<file path="src/design/ccp_pkg.sv">
`default_nettype none
// ----------------------------------------------------------------------------
// ccp_pkg
// Shared constants and types for the 9-bit coefficient compressor and packer.
// ----------------------------------------------------------------------------
package ccp_pkg;

  localparam int POLY_LEN_DEF = 256;

  localparam logic [15:0] KQ     = 16'd3329;
  localparam logic [24:0] KHALF  = 25'd1664;
  localparam logic [20:0] KRECIP = 21'd1290168;

  localparam int QDEPTH = 2;
  localparam int QPTR_W = $clog2(QDEPTH);

  typedef struct packed {
    logic [8:0] val;
    logic       last;
    logic       raw;
  } ccp_entry_t;

endpackage
`default_nettype wire

</file>
<file path="src/design/ccp_front.sv">
`default_nettype none
// ----------------------------------------------------------------------------
// ccp_front
// Accepts coefficients, quantizes to 9 bits and tags polynomial end and mode.
// ----------------------------------------------------------------------------
module ccp_front
  import ccp_pkg::*;
#(
  parameter int POLY_LEN = POLY_LEN_DEF
) (
  input  wire logic               clk,
  input  wire logic               rst_n,
  input  wire logic               in_valid,
  output logic                    in_ready,
  input  wire logic signed [15:0] in_coefficient,
  input  wire logic               raw_mode,
  input  wire logic               q_full,
  output logic                    q_push,
  output ccp_entry_t              q_entry
);

  localparam int IDX_W = (POLY_LEN > 1) ? $clog2(POLY_LEN) : 1;
  localparam logic [IDX_W-1:0] IDX_LAST = IDX_W'(POLY_LEN - 1);

  logic [IDX_W-1:0] idx_r, idx_nxt;
  logic [15:0]      u;
  logic [24:0]      scaled;
  logic [45:0]      prod;
  logic             last;

  assign in_ready = !q_full;
  assign q_push   = in_valid && in_ready;
  assign last     = (idx_r == IDX_LAST);

  always_comb begin
    u      = in_coefficient[15] ? (in_coefficient + KQ) : in_coefficient;
    scaled = {u, 9'b0} + KHALF;
    prod   = 46'(scaled) * 46'(KRECIP);
    q_entry.val  = prod[40:32];
    q_entry.last = last;
    q_entry.raw  = raw_mode;
    idx_nxt = idx_r;
    if (q_push) begin
      idx_nxt = last ? '0 : idx_r + 1'b1;
    end
  end

  always_ff @(posedge clk) begin
    if (!rst_n) begin
      idx_r <= '0;
    end else begin
      idx_r <= idx_nxt;
    end
  end

endmodule
`default_nettype wire

</file>
<file path="src/design/ccp_queue.sv">
`default_nettype none
// ----------------------------------------------------------------------------
// ccp_queue
// Short queue of quantized entries between the front and the packer.
// ----------------------------------------------------------------------------
module ccp_queue
  import ccp_pkg::*;
(
  input  wire logic        clk,
  input  wire logic        rst_n,
  input  wire logic        push,
  input  wire ccp_entry_t  push_entry,
  output logic             full,
  input  wire logic        pop,
  output logic             not_empty,
  output ccp_entry_t       head
);

  ccp_entry_t            mem_r [QDEPTH];
  logic [QPTR_W-1:0]     wr_ptr_r, wr_ptr_nxt;
  logic [QPTR_W-1:0]     rd_ptr_r, rd_ptr_nxt;
  logic [QPTR_W:0]       count_r, count_nxt;

  assign full      = (count_r == (QPTR_W+1)'(QDEPTH));
  assign not_empty = (count_r != '0);
  assign head      = mem_r[rd_ptr_r];

  always_comb begin
    wr_ptr_nxt = wr_ptr_r;
    rd_ptr_nxt = rd_ptr_r;
    count_nxt  = count_r;
    if (push) begin
      wr_ptr_nxt = (wr_ptr_r == QPTR_W'(QDEPTH - 1)) ? '0 : wr_ptr_r + 1'b1;
    end
    if (pop) begin
      rd_ptr_nxt = (rd_ptr_r == QPTR_W'(QDEPTH - 1)) ? '0 : rd_ptr_r + 1'b1;
    end
    if (push && !pop) begin
      count_nxt = count_r + 1'b1;
    end else if (pop && !push) begin
      count_nxt = count_r - 1'b1;
    end
  end

  always_ff @(posedge clk) begin
    if (!rst_n) begin
      wr_ptr_r <= '0;
      rd_ptr_r <= '0;
      count_r  <= '0;
    end else begin
      wr_ptr_r <= wr_ptr_nxt;
      rd_ptr_r <= rd_ptr_nxt;
      count_r  <= count_nxt;
    end
  end

  always_ff @(posedge clk) begin
    if (push) begin
      mem_r[wr_ptr_r] <= push_entry;
    end
  end

  a_count_range: assert property (@(posedge clk) disable iff (!rst_n)
    count_r <= (QPTR_W+1)'(QDEPTH))
    else $error("queue count out of range");

  a_no_pop_empty: assert property (@(posedge clk) disable iff (!rst_n)
    pop |-> not_empty)
    else $error("pop from empty queue");

endmodule
`default_nettype wire

</file>
<file path="src/design/ccp_back.sv">
`default_nettype none
// ----------------------------------------------------------------------------
// ccp_back
// Bit packer: packs 9-bit values into bytes or sends them raw to the output.
// ----------------------------------------------------------------------------
module ccp_back
  import ccp_pkg::*;
(
  input  wire logic       clk,
  input  wire logic       rst_n,
  input  wire logic       q_not_empty,
  input  wire ccp_entry_t q_head,
  output logic            q_pop,
  output logic            out_valid,
  input  wire logic       out_ready,
  output logic [8:0]      out_value,
  output logic            out_run_end,
  output logic            out_poly_end
);

  logic [7:0]  bb_r, bb_nxt;
  logic [2:0]  cnt_r, cnt_nxt;
  logic        out_valid_r, out_valid_nxt;
  logic [8:0]  out_value_r, out_value_nxt;
  logic        out_run_end_r, out_run_end_nxt;
  logic        out_poly_end_r, out_poly_end_nxt;
  logic        sec_valid_r, sec_valid_nxt;
  logic [8:0]  sec_value_r, sec_value_nxt;
  logic        sec_poly_end_r, sec_poly_end_nxt;

  logic        out_load;
  logic [15:0] buf16;
  logic [4:0]  cntsum;
  logic [8:0]  first_word;
  logic [8:0]  second_word;
  logic        two_words;

  assign out_valid    = out_valid_r;
  assign out_value    = out_value_r;
  assign out_run_end  = out_run_end_r;
  assign out_poly_end = out_poly_end_r;

  assign out_load = !out_valid_r || out_ready;
  assign q_pop    = q_not_empty && !sec_valid_r && out_load;

  always_comb begin
    buf16  = {8'b0, bb_r} | ({7'b0, q_head.val} << cnt_r);
    cntsum = {2'b0, cnt_r} + 5'd9;
    bb_nxt  = bb_r;
    cnt_nxt = cnt_r;
    second_word = {1'b0, buf16[15:8]};
    if (q_head.raw) begin
      first_word = q_head.val;
      two_words  = 1'b0;
      if (q_head.last) begin
        bb_nxt  = '0;
        cnt_nxt = '0;
      end
    end else begin
      first_word = {1'b0, buf16[7:0]};
      if (cntsum == 5'd16 || q_head.last) begin
        two_words = 1'b1;
        bb_nxt    = '0;
        cnt_nxt   = '0;
      end else begin
        two_words = 1'b0;
        bb_nxt    = buf16[15:8];
        cnt_nxt   = cntsum[2:0];
      end
    end
    if (!q_pop) begin
      bb_nxt  = bb_r;
      cnt_nxt = cnt_r;
    end

    out_valid_nxt    = out_valid_r;
    out_value_nxt    = out_value_r;
    out_run_end_nxt  = out_run_end_r;
    out_poly_end_nxt = out_poly_end_r;
    sec_valid_nxt    = sec_valid_r;
    sec_value_nxt    = sec_value_r;
    sec_poly_end_nxt = sec_poly_end_r;
    if (out_load) begin
      if (sec_valid_r) begin
        out_valid_nxt    = 1'b1;
        out_value_nxt    = sec_value_r;
        out_run_end_nxt  = 1'b1;
        out_poly_end_nxt = sec_poly_end_r;
        sec_valid_nxt    = 1'b0;
      end else if (q_pop) begin
        out_valid_nxt    = 1'b1;
        out_value_nxt    = first_word;
        out_run_end_nxt  = !two_words;
        out_poly_end_nxt = q_head.last && !two_words;
        sec_valid_nxt    = two_words;
        sec_value_nxt    = second_word;
        sec_poly_end_nxt = q_head.last;
      end else begin
        out_valid_nxt = 1'b0;
      end
    end
  end

  always_ff @(posedge clk) begin
    if (!rst_n) begin
      bb_r        <= '0;
      cnt_r       <= '0;
      out_valid_r <= 1'b0;
      sec_valid_r <= 1'b0;
    end else begin
      bb_r        <= bb_nxt;
      cnt_r       <= cnt_nxt;
      out_valid_r <= out_valid_nxt;
      sec_valid_r <= sec_valid_nxt;
    end
  end

  always_ff @(posedge clk) begin
    out_value_r    <= out_value_nxt;
    out_run_end_r  <= out_run_end_nxt;
    out_poly_end_r <= out_poly_end_nxt;
    sec_value_r    <= sec_value_nxt;
    sec_poly_end_r <= sec_poly_end_nxt;
  end

  a_sec_behind_out: assert property (@(posedge clk) disable iff (!rst_n)
    sec_valid_r |-> out_valid_r)
    else $error("second word pending without an output word");

  a_run_continues: assert property (@(posedge clk) disable iff (!rst_n)
    (out_valid_r && !out_run_end_r) |-> sec_valid_r)
    else $error("non-final word without its follow-up");

  a_poly_end_flushed: assert property (@(posedge clk) disable iff (!rst_n)
    (out_valid_r && out_poly_end_r) |-> (cnt_r == '0 && out_run_end_r))
    else $error("polynomial end with pending bits");

endmodule
`default_nettype wire

</file>
<file path="src/design/coeff_compress9_pack.sv">
`default_nettype none
// ----------------------------------------------------------------------------
// coeff_compress9_pack
// 9-bit coefficient compressor with little-endian bit packing.
// ----------------------------------------------------------------------------
// Takes one signed 16-bit coefficient per word, quantizes it to
// round(512*u/q) mod 512 and, in packed mode, emits the stream as bytes
// (eight coefficients give nine bytes) or, in raw mode, the 9-bit value.
// A coefficient is accepted in every cycle while the two-entry queue has
// room and passes the queue, then the output register. Unless out_ready is
// low, one word leaves per cycle: raw mode sustains one coefficient per
// cycle, packed mode eight per nine words, plus one extra word at a
// polynomial end that leaves pending bits. cfg_wdata selects raw mode; the
// user must write it only while the block is idle; no logic enforces this.
// ----------------------------------------------------------------------------
module coeff_compress9_pack
  import ccp_pkg::*;
#(
  parameter int POLY_LEN = POLY_LEN_DEF
) (
  input  wire logic               clk,
  input  wire logic               rst_n,
  input  wire logic               cfg_we,
  input  wire logic               cfg_wdata,
  input  wire logic               in_valid,
  output logic                    in_ready,
  input  wire logic signed [15:0] in_coefficient,
  output logic                    out_valid,
  input  wire logic               out_ready,
  output logic [8:0]              out_value,
  output logic                    out_run_end,
  output logic                    out_poly_end
);

  logic       raw_output_r, raw_output_nxt;
  logic       q_full, q_push, q_pop, q_not_empty;
  ccp_entry_t q_in, q_head;

  assign raw_output_nxt = cfg_we ? cfg_wdata : raw_output_r;

  always_ff @(posedge clk) begin
    if (!rst_n) begin
      raw_output_r <= 1'b0;
    end else begin
      raw_output_r <= raw_output_nxt;
    end
  end

  ccp_front #(
    .POLY_LEN(POLY_LEN)
  ) u_front (
    .clk            (clk),
    .rst_n          (rst_n),
    .in_valid       (in_valid),
    .in_ready       (in_ready),
    .in_coefficient (in_coefficient),
    .raw_mode       (raw_output_r),
    .q_full         (q_full),
    .q_push         (q_push),
    .q_entry        (q_in)
  );

  ccp_queue u_queue (
    .clk        (clk),
    .rst_n      (rst_n),
    .push       (q_push),
    .push_entry (q_in),
    .full       (q_full),
    .pop        (q_pop),
    .not_empty  (q_not_empty),
    .head       (q_head)
  );

  ccp_back u_back (
    .clk          (clk),
    .rst_n        (rst_n),
    .q_not_empty  (q_not_empty),
    .q_head       (q_head),
    .q_pop        (q_pop),
    .out_valid    (out_valid),
    .out_ready    (out_ready),
    .out_value    (out_value),
    .out_run_end  (out_run_end),
    .out_poly_end (out_poly_end)
  );

endmodule
`default_nettype wire

</file>
<file path="config.mk">
export PLATFORM = sky130hd
export DESIGN_NAME = coeff_compress9_pack
export DESIGN_NICKNAME = d
export VERILOG_FILES = /design/src/design/ccp_pkg.sv /design/src/design/ccp_front.sv /design/src/design/ccp_queue.sv /design/src/design/ccp_back.sv /design/src/design/coeff_compress9_pack.sv
export SDC_FILE = /design/constraint.sdc
export NUM_CORES = 1
export LEC_CHECK = 0
export BUFFER_PORTS_ARGS = -buffer_cell sky130_fd_sc_hd__buf_2
export CAP_MARGIN = 25
export CORE_ASPECT_RATIO = 1.1
export CORE_UTILIZATION = 58
export CTS_CLUSTER_DIAMETER = 50
export DETAILED_ROUTE_END_ITERATION = 6
export PLACE_DENSITY_LB_ADDON = 0.05
export SLEW_MARGIN = 20
export SYNTH_ARGS = -nofsm -noshare
export SYNTH_HDL_FRONTEND = slang
export SYNTH_SLANG_ARGS = --single-unit
</file>
<file path="constraint.sdc">
create_clock -name clk -period 11.5 [get_ports clk]
set_clock_uncertainty 0.2 [all_clocks]
set_input_delay 2.3 -clock clk [delete_from_list [all_inputs] [get_ports clk]]
set_output_delay 2.3 -clock clk [all_outputs]
set_load 0.01 [all_outputs]
</file>
==> results.md <==
- Die ar.: 16400 um^2
- Final Max Slew Viols: 0
- Synth top area cells: fa_1, ha_1, edfxtp_1, inv_1, dfxtp_1
- Mean Syn Cell Area: 9.80 um^2
- Post-synth EDFFs: 42
- Worst path depth: 28
- Period minus WS final: 10.87 ns
- DRT iter0 DRCs: 263
- R2R cell count: 8
- Initial core utilization: 60.3%
- Wire per inst: 17.0 um
- Layout Nets: 1234
- Chip height: 134 um
- HP Start: u_front.idx_r[1]$_SDFFE_PN0P_
- CTS buffer count: 9
- Hold buffers post-CTS: 0
- Required time worst endpoint: 11.37 ns
- Setup Buffers After CTS: 0
- Design area: 9970 um^2
- Seq. cell area: 1800 um^2
- RSZ-0062 raised after global routing: false
- Post-synthesis cell area: 9220 um^2
- Largest net degree at the start of global routing: 27
- Worst Tran Pin Value: 0.938 ns
- Post-synthesis sequential area ratio: 19.5%
- IO Count: 35
- Status: finished, final reports clean
- Hold path cells: 2
- Number of global-route vias before repair: 6869
- Area Growth Syn to Fin: 8.10%
- Max_cap viols: 0
- Post-synth ARST share: 0%
- Worst path slowest cell: nor4_1
- Ys Warns: 0
- Post-DP HPWL: 17.1 mm
- Setup ws final: 0.628 ns
- Crit path DAT: 10.74 ns
- Crit path to: u_queue.mem_r[0][10]$_DFFE_PP_
- Most used DFF post-synth: edfxtp_1
- R2R setup slack: 8.73 ns
- DRT Wirelength: 20.1 mm
- FP Rows: 47
- CP delay by family, top: adder cells
- CP most frequent cell: fa_1
- Maximum fanout along the worst path: 9
- Total track usage: 26.2%
- Worst r2r src: u_back.cnt_r[1]$_SDFFE_PN0P_
- Top cell type's share of synthesized area: 25.8%
- CTS Sinks: 69
- Gr ovfl total: 0
- Cells after Synth: 941
- Via count: 6409
- Most instantiated cells after synthesis: inv_1, fa_1, ha_1
- Setup TNS: 0 ns
- CP bufs+invs: 6
- Crit-path max cell delay: 0.64 ns
- FF-to-FF End: u_back.bb_r[6]$_SDFFE_PN0P_
- Share of cells above drive strength 1: 9.16%
- Final routed DRC violation total: 0
- Slew headroom: 37.2%
- Post-DP Area: 9620 um^2
- Number of diodes: 0
- Syn Nets: 1198
- Global-route wire length before repair: 33.2 mm
- Root buffer cell: clkbuf_16
- Period utilisation layout: 94.5%
- Fill cell count: 1255
- Unique masters post-synth: 68
- Clock Pin Slew Worst Setup and Hold Paths: 0.06 ns
- Core area: 15300 um^2
- DP Worst Slack: 0.0582 ns
- Util after Layout: 65.2%
- Fmax: 92.0 MHz
- Clock Path Buffers: 2
- Final setup vio count: 0
- Crit path kind: in2reg
- Port buffer count: 34
- First-pass DRT Iterations: 5
- CP Launch Point: in_coefficient[0]
- Final GP Congestion: 0.996
- Initial antenna violation count: 0
- Post-synthesis register bit count: 69
- Vias per cell: 5.44
- Top-count cell post-synth: inv_1
- Final hold vios: 0
- Min-delay worst type: reg2reg
- Die width: 122 um
- Post-DRT Antenna Nets: 0
- Cell taking the most area after synthesis: fa_1
- Worst Setup Start Kind: input pin
- Depth of the CTS H-tree: 3
- Worst skew pair latency: 0.33 ns
- Post-CTS sizing: 0
- CTS tree: done
- CP endpoint kind: flop
- Area of the multi-input gates: 6510 um^2
-- sequential cells by signal, indices dropped and copies added, names as in the netlist, named ones only --
name and cells:
u_back.out_valid 1, u_back.out_value 9, u_back.out_poly_end 1, u_queue.mem_r 22, u_queue.wr_ptr_r 1, u_back.sec_poly_end_r 1, u_back.sec_valid_r 1, u_back.cnt_r 3
u_queue.rd_ptr_r 1, raw_output_r 1, u_back.bb_r 8, u_queue.count_r 2, u_front.idx_r 8, u_back.out_run_end 1, u_back.sec_value_r 8
-- cell usage in the layout (no fill, tap or decap), types with 18 or more instances in the layout --
master	n
nor2_1	40
fa_1	119
a21oi_1	33
buf_2	34
edfxtp_1	42
inv_1	217
xor2_1	23
mux2i_1	18
dfxtp_1	27
ha_1	116
nor2b_1	18
nand2_1	45
xnor2_1	30
o21ai_0	22
-- per-layer routing --
layer	GRT usage, %	wire length [um]
met1	30.5	8250
met2	50.0	10900
met3	1.83	470
met4	8.27	472
met5	0	0
-- worst register-to-register path, cell delays in order (launching register included) --
cell	delay, ns
dfxtp_1	0.75
ha_1	0.30
ha_1	0.25
nand4b_1	0.17
nor2_1	0.22
nor2_1	0.11
and3_1	0.35
a22oi_1	0.26
nor2b_1	0.07
-- per-stage QoR --
step,cells,hold slack [ns]
CTS,1177,0.296
detailed placement,1161,0.279
global placement,1161,0.264
global route,1178,0.309
floorplan,941,0.225
finish,1178,0.289
-- kinds of logic (layout without fill, tap and decap cells) --
logic type | Yosys count | count (layout) | share of synthesized area (%)
flops | 69 | 69 | 19.5
fa+ha+maj | 235 | 235 | 41.6
xor+xnor | 57 | 57 | 5.85
compound gates | 125 | 125 | 8.97
simple gates | 182 | 182 | 10.3
mux | 33 | 33 | 3.79
buf+inv | 240 | 281 | 9.96
-- final cells by class --
class / instances / share of cell area, %
inverter: 219 / 8.25
tap: 196 / 2.46
sequential: 69 / 18.1
clock buffer: 12 / 2.80
timing repair buffer: 46 / 2.61
multi-input combinational: 632 / 65.3
clock inverter: 4 / 0.515
-- worst min path at each step --
stage / to / slack [ns]
6_report: u_front.idx_r[1]$_SDFFE_PN0P_ / 0.29
2_1_floorplan: u_queue.mem_r[0][0]$_DFFE_PP_ / 0.22
4_1_cts: u_front.idx_r[1]$_SDFFE_PN0P_ / 0.30
5_1_grt: u_queue.mem_r[1][0]$_DFFE_PP_ / 0.31
3_3_place_gp: u_queue.mem_r[1][0]$_DFFE_PP_ / 0.26
3_5_place_dp: u_queue.mem_r[0][0]$_DFFE_PP_ / 0.28
Power is left out: the tool's default activity adds up to more than one toggle a clock period on the data nets, which glitch-free logic cannot reach.
